## config.mk

```make
export PLATFORM = sky130hd
export DESIGN_NAME = rgb_to_hsv_8bit
export DESIGN_NICKNAME = d
export VERILOG_FILES = /design/src/sv/rgbhsv_pkg.sv /design/src/sv/rgb_to_hsv_8bit.sv
export SDC_FILE = /design/constraint.sdc
export NUM_CORES = 1
export LEC_CHECK = 0
export ABC_AREA = 1
export BUFFER_PORTS_ARGS = -buffer_cell sky130_fd_sc_hd__buf_4
export CAP_MARGIN = 20
export CORE_ASPECT_RATIO = 0.5
export CORE_MARGIN = 2
export CORE_UTILIZATION = 24
export CTS_CLUSTER_SIZE = 16
export DETAILED_ROUTE_END_ITERATION = 8
export HOLD_SLACK_MARGIN = 0.03
export PLACE_DENSITY = 0.47
export SETUP_SLACK_MARGIN = 0.2
export SYNTH_ARGS = -nofsm -noshare
export SYNTH_HDL_FRONTEND = slang
export SYNTH_SLANG_ARGS = --single-unit
```

## constraint.sdc

```tcl
create_clock -name i_clk -period 3.88 [get_ports i_clk]
set_input_delay 0.194 -clock i_clk [delete_from_list [all_inputs] [get_ports i_clk]]
set_output_delay 0.194 -clock i_clk [all_outputs]
set_load 0.005 [all_outputs]
```

## src/sv/rgbhsv_pkg.sv

```systemverilog
package rgbhsv_pkg;

    typedef struct packed {
        logic [7:0] red;
        logic [7:0] green;
        logic [7:0] blue;
    } t_pixel;

    typedef struct packed {
        logic [7:0] hue;
        logic [7:0] saturation;
        logic [7:0] brightness;
    } t_hsv;

    localparam int unsigned QBITS = 8;

    localparam logic [1:0] SEC_RED   = 2'd0;
    localparam logic [1:0] SEC_GREEN = 2'd1;
    localparam logic [1:0] SEC_BLUE  = 2'd2;

endpackage

```

## src/sv/rgb_to_hsv_8bit.sv

```systemverilog
// RGB to HSV converter, 8 bits per channel, hue in two-degree units (0..179).
//
// Request channel: drive i_pixel and raise start; the request is taken at a
// rising edge where start is high and busy is low. busy stays low: a new
// pixel can be taken on every clock.
// Result channel: o_valid is high for exactly one cycle with o_hsv; the
// receiver has to take it then, it cannot hold results off.
// The pipeline has 12 register stages. Throughput: one pixel per clock.
// The depth is set by the two restoring dividers (saturation and hue), one
// quotient bit per stage over 8 stages, plus 3 stages of min/max, constant
// products and hue wrap, and the output register.
// Results leave in request order.
// Reset (i_rst_n low at a clock edge) clears all stage valid bits: pixels in
// flight are dropped and no result follows. Pixel data is not reset.
// Gray and black pixels give hue 0 and saturation 0.
module rgb_to_hsv_8bit (
    input  logic                  i_clk,
    input  logic                  i_rst_n,
    input  logic                  start,
    input  rgbhsv_pkg::t_pixel    i_pixel,
    output logic                  busy,
    output logic                  o_valid,
    output rgbhsv_pkg::t_hsv      o_hsv
);
    import rgbhsv_pkg::*;

    typedef struct packed {
        logic [7:0] s_rem;
        logic [7:0] s_num;
        logic [7:0] s_q;
        logic [8:0] h_rem;
        logic [7:0] h_num;
        logic [7:0] h_q;
        logic [8:0] h_d;
        logic [7:0] hi;
        logic       gray;
    } t_div;

    // one quotient bit of each divider
    function automatic t_div div_step(input t_div d);
        t_div       o;
        logic [8:0] st;
        logic [9:0] ht;
        logic [8:0] sd;
        logic [9:0] hd;
        o  = d;
        st = {d.s_rem, d.s_num[7]};
        ht = {d.h_rem, d.h_num[7]};
        sd = st - {1'b0, d.hi};
        hd = ht - {1'b0, d.h_d};
        if (st >= {1'b0, d.hi}) begin
            o.s_rem = sd[7:0];
            o.s_q   = {d.s_q[6:0], 1'b1};
        end else begin
            o.s_rem = st[7:0];
            o.s_q   = {d.s_q[6:0], 1'b0};
        end
        if (ht >= {1'b0, d.h_d}) begin
            o.h_rem = hd[8:0];
            o.h_q   = {d.h_q[6:0], 1'b1};
        end else begin
            o.h_rem = ht[8:0];
            o.h_q   = {d.h_q[6:0], 1'b0};
        end
        o.s_num = {d.s_num[6:0], 1'b0};
        o.h_num = {d.h_num[6:0], 1'b0};
        return o;
    endfunction

    // stage A: max, min, sector
    logic              r_va;
    logic [7:0]        r_a_hi;
    logic [7:0]        r_a_delta;
    logic [1:0]        r_a_sec;
    logic signed [8:0] r_a_diff;
    logic [7:0]        n_a_hi;
    logic [7:0]        n_a_lo;
    logic [1:0]        n_a_sec;
    logic signed [8:0] n_a_diff;

    // stage B: constant products
    logic               r_vb;
    logic [15:0]        r_b_satn;
    logic signed [14:0] r_b_p60;
    logic [15:0]        r_b_pb;
    logic [16:0]        r_b_wr;
    logic [7:0]         r_b_hi;
    logic [7:0]         r_b_delta;
    logic signed [14:0] n_b_d15;
    logic [15:0]        n_b_pb;

    // stage C: hue numerator
    logic        r_vc;
    logic [16:0] r_c_num;
    logic [15:0] r_c_satn;
    logic [7:0]  r_c_hi;
    logic [7:0]  r_c_delta;
    logic [17:0] n_c_sum;
    logic [16:0] n_c_num;

    // divider stages
    logic [QBITS-1:0] r_dv;
    t_div             r_d [QBITS];
    t_div             n_d [QBITS];
    t_div             n_d_init;

    // output
    logic r_ov;
    t_hsv r_o;

    assign busy = 1'b0;

    always_comb begin
        n_a_hi = i_pixel.red;
        if (i_pixel.green > n_a_hi) n_a_hi = i_pixel.green;
        if (i_pixel.blue > n_a_hi)  n_a_hi = i_pixel.blue;
        n_a_lo = i_pixel.red;
        if (i_pixel.green < n_a_lo) n_a_lo = i_pixel.green;
        if (i_pixel.blue < n_a_lo)  n_a_lo = i_pixel.blue;
        if (n_a_hi == i_pixel.red) begin
            n_a_sec  = SEC_RED;
            n_a_diff = $signed({1'b0, i_pixel.green}) - $signed({1'b0, i_pixel.blue});
        end else if (n_a_hi == i_pixel.green) begin
            n_a_sec  = SEC_GREEN;
            n_a_diff = $signed({1'b0, i_pixel.blue}) - $signed({1'b0, i_pixel.red});
        end else begin
            n_a_sec  = SEC_BLUE;
            n_a_diff = $signed({1'b0, i_pixel.red}) - $signed({1'b0, i_pixel.green});
        end
    end

    always_comb begin
        n_b_d15 = {{6{r_a_diff[8]}}, r_a_diff};
        case (r_a_sec)
            SEC_GREEN: n_b_pb = {1'b0, r_a_delta, 7'd0} - {5'd0, r_a_delta, 3'd0};
            SEC_BLUE:  n_b_pb = {r_a_delta, 8'd0} - {4'd0, r_a_delta, 4'd0};
            default:   n_b_pb = '0;
        endcase
    end

    always_comb begin
        n_c_sum = {{3{r_b_p60[14]}}, r_b_p60} + {2'b00, r_b_pb};
        if (n_c_sum[17]) begin
            n_c_num = n_c_sum[16:0] + r_b_wr;
        end else begin
            n_c_num = n_c_sum[16:0];
        end
    end

    always_comb begin
        n_d_init.s_rem = r_c_satn[15:8];
        n_d_init.s_num = r_c_satn[7:0];
        n_d_init.s_q   = '0;
        n_d_init.h_rem = r_c_num[16:8];
        n_d_init.h_num = r_c_num[7:0];
        n_d_init.h_q   = '0;
        n_d_init.h_d   = {r_c_delta, 1'b0};
        n_d_init.hi    = r_c_hi;
        n_d_init.gray  = (r_c_delta == 8'd0);
        n_d[0] = div_step(n_d_init);
        for (int k = 1; k < QBITS; k++) begin
            n_d[k] = div_step(r_d[k-1]);
        end
    end

    always_ff @(posedge i_clk) begin
        if (!i_rst_n) begin
            r_va <= 1'b0;
            r_vb <= 1'b0;
            r_vc <= 1'b0;
            r_dv <= '0;
            r_ov <= 1'b0;
        end else begin
            r_va <= start & ~busy;
            r_vb <= r_va;
            r_vc <= r_vb;
            r_dv <= {r_dv[QBITS-2:0], r_vc};
            r_ov <= r_dv[QBITS-1];
        end
    end

    always_ff @(posedge i_clk) begin
        r_a_hi    <= n_a_hi;
        r_a_delta <= n_a_hi - n_a_lo;
        r_a_sec   <= n_a_sec;
        r_a_diff  <= n_a_diff;

        r_b_satn  <= {r_a_delta, 8'd0} - {8'd0, r_a_delta};
        r_b_p60   <= (n_b_d15 <<< 6) - (n_b_d15 <<< 2);
        r_b_pb    <= n_b_pb;
        r_b_wr    <= {1'b0, r_a_delta, 8'd0} + {3'd0, r_a_delta, 6'd0}
                   + {4'd0, r_a_delta, 5'd0} + {6'd0, r_a_delta, 3'd0};
        r_b_hi    <= r_a_hi;
        r_b_delta <= r_a_delta;

        r_c_num   <= n_c_num;
        r_c_satn  <= r_b_satn;
        r_c_hi    <= r_b_hi;
        r_c_delta <= r_b_delta;

        for (int k = 0; k < QBITS; k++) begin
            r_d[k] <= n_d[k];
        end

        r_o.hue        <= r_d[QBITS-1].gray ? 8'd0 : r_d[QBITS-1].h_q;
        r_o.saturation <= r_d[QBITS-1].gray ? 8'd0 : r_d[QBITS-1].s_q;
        r_o.brightness <= r_d[QBITS-1].hi;
    end

    assign o_valid = r_ov;
    assign o_hsv   = r_o;

endmodule

```

Word level (Yosys, flattened, before mapping):

Memory sizes are Yosys's and may differ from the RTL's.
Index checks and enable logic that the tools add are counted.

* bits in registers: 192
* bits in latches: 0
* bits in writable memories: 520
* ROM bits: 0
* input bits: 27
* output and inout bits: 26
* logic and storage cells: 118
* memories: 1

* $add $sub $neg: 29
* multiply operators: 0
* div/mod/pow operators: 0
* order comparisons: 20
* eq/ne operators: 4
* shift operators: 0
* muxes and demuxes: 41
* bitwise operators: 0
* reductions and logical operators: 1

Memories
* r_d: words 8, width 65, rd ports 8, clocked after Yosys merged registers in 0, wr ports 8, RTL line rgb_to_hsv_8bit.sv:103 `t_div r_d [QBITS];`

Operator list (number)
* two-way mux 8 bit: 12
* two-way mux 9 bit: 10
* >= comparator 10 x 9 -> 1 bit: 8
* >= comparator 9 x 8 -> 1 bit: 8
* subtractor 8 bit: 9
* subtractor 9 bit: 8
* case mux 16 bit (2 select lines): 1
* subtractor 8 x 8 -> 9 bit: 3
* adder 15 x 17 -> 18 bit: 1
* adder 16 x 14 -> 17 bit: 1
* adder 17 x 11 -> 17 bit: 1
* adder 17 x 13 -> 17 bit: 1
* adder 17 bit: 1
* two-way mux 17 bit: 1
* == test 8 bit: 2
* > comparator 8 bit: 2
* < comparator 8 bit: 2
* two-way mux 1 bit: 16
* subtractor 15 x 11 -> 16 bit: 1
* subtractor 16 x 12 -> 16 bit: 1
* subtractor 16 x 8 -> 16 bit: 1
* subtractor 15 x 11 -> 15 bit: 1
* logical NOT 8 bit: 1
* == test 2 x 1 -> 1 bit (second input constant): 1
* 2 further kinds: 2

Longest topological paths before layout:

* depth after elaboration: 7
* mapped depth: 33
* gate-level depth less buffers: 32

Worst setup path after synthesis:

No wires, ideal clock.

* path kind: in2reg
* start point: input i_pixel[14] (netlist name)
* end point: register r_a_delta[6]
* library setup time: 112 ps
* arrival time: 3868 ps
* data required time: 3768 ps
* path slack: -100 ps
* stages on the path: 26
* buffers on the path: 2
* cell sequence: inv_1 > ha_1 > nand2_1 > nand2_1 > a21oi_4 > nand3_4 > nand2_2 > clkbuf_1 > nand2_1 > o21ai_0 > inv_1 > ha_1 > a21oi_1 > nor2_1 > a211oi_1 > nand2_2 > buf_6 > nand2_1 > o21ai_2 > ha_1 > inv_1 > o21bai_1 > a21oi_1 > nand2_1 > nand2_1 > nand2_1

* word-level cells in the longest chain between the ends: 5
* elaborated cells on any way between the ends: 9
* those cells by class: 1 x add/sub; 4 x order compare; 4 x mux

RTL lines
* from (decl): RTL line rgb_to_hsv_8bit.sv:20 `input rgbhsv_pkg::t_pixel i_pixel,`
* > comparator 8 bit / < comparator 8 bit (equally long branches): RTL line rgb_to_hsv_8bit.sv:115, rgb_to_hsv_8bit.sv:118
* two-way mux 8 bit, on equally long branches: RTL line rgb_to_hsv_8bit.sv:115, rgb_to_hsv_8bit.sv:118
* > comparator 8 bit / < comparator 8 bit (equally long branches): RTL line rgb_to_hsv_8bit.sv:116, rgb_to_hsv_8bit.sv:119
* two-way mux 8 bit, on equally long branches: RTL line rgb_to_hsv_8bit.sv:116, rgb_to_hsv_8bit.sv:119
* subtractor 8 bit *: RTL line rgb_to_hsv_8bit.sv:184 `r_a_delta <= n_a_hi - n_a_lo;`
* to (signal assigned): RTL line rgb_to_hsv_8bit.sv:184
* to (decl): RTL line rgb_to_hsv_8bit.sv:73 `logic [7:0] r_a_delta;`

Mark *: on every way between the ends. The rest lies on a longest branch, timed or not.
A chain may end at the register's enable or synchronous reset.

Final worst setup path:

* start point: register r_b_p60[3]
* end point: register r_c_num[15]

* word-level cells in the longest chain between the ends: 3

RTL lines
* from (decl): RTL line rgb_to_hsv_8bit.sv:84 `logic signed [14:0] r_b_p60;`
* from (signal assigned): RTL line rgb_to_hsv_8bit.sv:189 `r_b_p60 <= (n_b_d15 <<< 6) - (n_b_d15 <<< 2);`
* adder 15 x 17 -> 18 bit *: RTL line rgb_to_hsv_8bit.sv:142 `n_c_sum = {{3{r_b_p60[14]}}, r_b_p60} + {2'b00, r_b_pb};`
* adder 17 bit: RTL line rgb_to_hsv_8bit.sv:144 `n_c_num = n_c_sum[16:0] + r_b_wr;`
* two-way mux 17 bit *: RTL line rgb_to_hsv_8bit.sv:143 `if (n_c_sum[17]) begin`
* named net n_c_num[15]: RTL line rgb_to_hsv_8bit.sv:99 `logic [16:0] n_c_num;`
* to (signal assigned): RTL line rgb_to_hsv_8bit.sv:196 `r_c_num <= n_c_num;`
* to (decl): RTL line rgb_to_hsv_8bit.sv:94 `logic [16:0] r_c_num;`

The timed path passes the listed nets; every way through them passes the cells marked *.

==> metrics.log <==
INFO  metric cts.reportedPaths.clkPinSlew = 0.07 ns
INFO  metric post_placement_cell_area = 0.0250 mm^2
INFO  metric dieArea = 0.0967 mm^2
INFO  metric data_required_time_at_the_worst_endpoint = 4.39 ns
INFO  metric initial_antenna_violation_count = 0
INFO  metric clock-sinks = 532
INFO  metric timing.critical_path.from_type = register
INFO  metric unrepaired_setup_endpoints_after_global_routing = yes
INFO  metric antenna-diode-count = 0
INFO  metric fin_area = 0.0271 mm^2
INFO  metric gr-total-overflow = 0
INFO  metric design.portCount = 53
INFO  metric synth_cells = 2559
INFO  metric hold_path_class = in -> reg
INFO  metric numPlacedInstances = 3916
INFO  metric timing.fmax = 285 MHz
INFO  metric grt_usage = 9.63%
INFO  metric final_cell_mix = dfxtp_1, inv_1, nand2_1, nor2_1, a21oi_1
INFO  metric period_share = 90.4%
INFO  metric die_height = 221 um
INFO  metric relSlewSlack = 48.1%
INFO  metric worst_hold_startpoint = i_pixel[0]
INFO  metric mappedNetlistArea = 0.0226 mm^2
INFO  metric yosys.area.top_type = dfxtp_1
INFO  metric gp_congestion = 0.858
INFO  metric vias_in_the_first_global_route = 15.4k
INFO  metric worstReg2RegStart = r_b_p60[3]
INFO  metric clk-insertion-delay-late = 0.57 ns
INFO  metric max_slew_vio_count = 0
INFO  metric status = finished clean
INFO  metric fp-row-count = 79
INFO  metric seqCellArea = 0.0107 mm^2
INFO  metric cts_inserted_buffers = 50
INFO  metric leading_cell_type_in_the_layout_fill_and_taps_excluded = dfxtp_1
INFO  metric multi_input_area = 0.0104 mm^2
INFO  metric route.detailed.drc = 0
INFO  metric endpoint_of_the_worst_register_to_register_path = r_c_num[15]
INFO  metric criticalPathCategory = reg -> reg
INFO  metric final_cell_count_no_fill = 4023
INFO  metric layout-drive-gt1-share = 11.2%
INFO  metric avgViaCountPerCell = 3.93
INFO  metric global_route_wire_length_before_repair = 77100 um
INFO  metric h-tree-depth = 2
INFO  metric hold_violations = 0
INFO  metric dpl.hpwl = 37300 um
INFO  metric netlist_top_cells_area = dfxtp_1, ha_1, inv_1
INFO  metric post-route-min-period = 3.51 ns
INFO  metric drt.antenna.violating_nets = 0
INFO  metric grt_start_max_net_pins = 18
INFO  metric hold_path_depth = 4
INFO  metric netlist.area_leader.share = 47.1%
INFO  metric worst_r2r_path_depth = 24
INFO  metric port_buffers = 51
INFO  metric areaGrowthSynthToFinish = 19.8%
INFO  metric avgSynthCellArea = 8.83 um^2
INFO  metric cp.arrival = 4.02 ns
INFO  metric cap_viol_max_count = 0
INFO  metric coreArea = 0.0931 mm^2
INFO  metric filler_cell_count = 9818
INFO  metric synthArstFlopShare = 0%
INFO  metric wl = 47000 um
INFO  metric starting_density = 24.3%
INFO  metric setup_viol = 0
INFO  metric yosys_warnings = 0
INFO  metric drt_pre_antenna_iters = 7
INFO  metric synth-seq-area-share = 47.1%
INFO  metric fin_worst_skew = 0.0258 ns
INFO  metric wire_per_inst = 11.7 um
INFO  metric synth.net_count = 2846
INFO  metric cts_tree = built
INFO  metric die_width = 438 um
INFO  metric tightestPinTransition = 0.778 ns
INFO  metric clk_path_buf_depth = 3
INFO  metric detailroute.via_count = 15.8k
INFO  metric synth_enable_flop_cells = 0
INFO  metric drt-initial-drc-count = 742
INFO  metric clockRootBuffer = clkbuf_16
INFO  metric path_max_fanout = 3
INFO  metric r2r_setup_slack = 0.37 ns
INFO  metric yosys_register_bits = 532
INFO  metric finalNetCount = 3015
INFO  metric timing.hold.worst_endpoint = r_a_delta[0]
INFO  metric kind_of_end_point_of_the_critical_path = register
INFO  metric ys_dominant_reg_cell = dfxtp_1
INFO  metric post_synth_num_cell_types = 49
cells in the mapped netlist (all sizes together), types with 4 or more instances:
master  count
ha        230
clkbuf     26
o21bai     15
nor2      250
a211oi     11
o211ai     12
nand4      13
xor2      112
nand3      94
dfxtp     532
inv       403
a31oi       8
nor3       17
fa         30
o21ai      98
nand2     384
buf         7
o21a        4
nor4        5
or2        11
a21oi     238
xnor2      41
worst max path at each step:
stage                      startpoint           end  slack [ns]  cells after the start
after CTS                  r_b_p60[3]   r_c_num[16]        0.24                     23
after detailed placement  i_pixel[12]   r_a_diff[6]       -0.12                     26
after global placement    i_pixel[12]   r_a_diff[6]       -0.03                     29
after global routing       r_b_p60[3]   r_c_num[15]        0.11                     24
after floorplan           i_pixel[14]  r_a_delta[6]        0.26                     26
final                      r_b_p60[3]   r_c_num[15]        0.37                     24
timing repair:
action | in CTS | in global routing
buffers inserted | 4 | 6
endpoints found under the hold margin | 12 | 0
cloned | 0 | 0
gates resized for setup | 4 | 18
pin swaps | 2 | 17
endpoints found under the setup margin | 2 | 20
hold buffers | 3 | 0
cell type report:
class,instances,area share (%)
inverter,403,5.59
tap,1255,5.80
timing repair buffer,150,4.23
multi-input combinational,1591,38.3
clock buffer,64,5.23
clock inverter,28,1.52
sequential,532,39.4
per-stage QoR:
stage               setup TNS [ns]  hold slack, ns  setup slack (ns)  utilization (%)
global placement            -0.117           0.310           -0.0268             26.9
global route                     0          0.0883             0.110             29.1
finish                           0          0.0806             0.372             29.1
detailed placement           -1.45           0.312            -0.124             26.9
CTS                              0          0.0434             0.241             28.9
floorplan                        0           0.287             0.258                -
sequential cells by signal, summed over array words and instances (netlist names), 2 cells and up:
register	flops
r_d	354
o_hsv	24
r_b_satn	15
r_c_num	15
r_c_satn	15
r_b_p60	13
r_b_pb	13
r_b_wr	12
r_a_diff	9
r_a_delta	8
r_a_hi	8
r_b_delta	8
r_b_hi	8
r_c_delta	8
r_c_hi	8
r_dv	8
r_a_sec	2
critical path, cell delays in order (launching register included):
cell	delay (ns)
dfxtp_2	0.34
ha_4	0.16
fa_2	0.37
a21oi_2	0.17
o21bai_1	0.11
a21oi_1	0.15
o21bai_1	0.12
xor2_2	0.21
inv_2	0.07
ha_4	0.25
buf_4	0.13
nand2_1	0.06
o21ai_0	0.11
a21oi_2	0.16
inv_1	0.06
a21oi_1	0.12
inv_1	0.06
a21oi_2	0.15
inv_1	0.06
a21oi_1	0.14
nor2_1	0.05
nor2_1	0.11
xnor2_1	0.14
nand2_1	0.07
nand2_1	0.08
cells by family after synthesis:
family                     after synthesis  synth area share [%]
DFF                                    532                  47.1
AOI/OAI and AO/OA                      399                  9.63
buffers and inverters                  436                  7.40
and+or+nand+nor                        778                  14.5
adders and majority gates              260                  15.4
other                                    1                0.0166
xor gates and xnor gates               153                  5.93
metal layers:
| layer | share of wire (%) | global-route usage (%) |
|---|---|---|
| met3 | 3.2 | 1.60 |
| met5 | 0 | 0 |
| met2 | 44 | 16.0 |
| met4 | 2.2 | 2.32 |
| met1 | 51 | 13.0 |
Power is not shown: default switching activity piles up to over one toggle a cycle in this logic, so the estimate is an artifact.
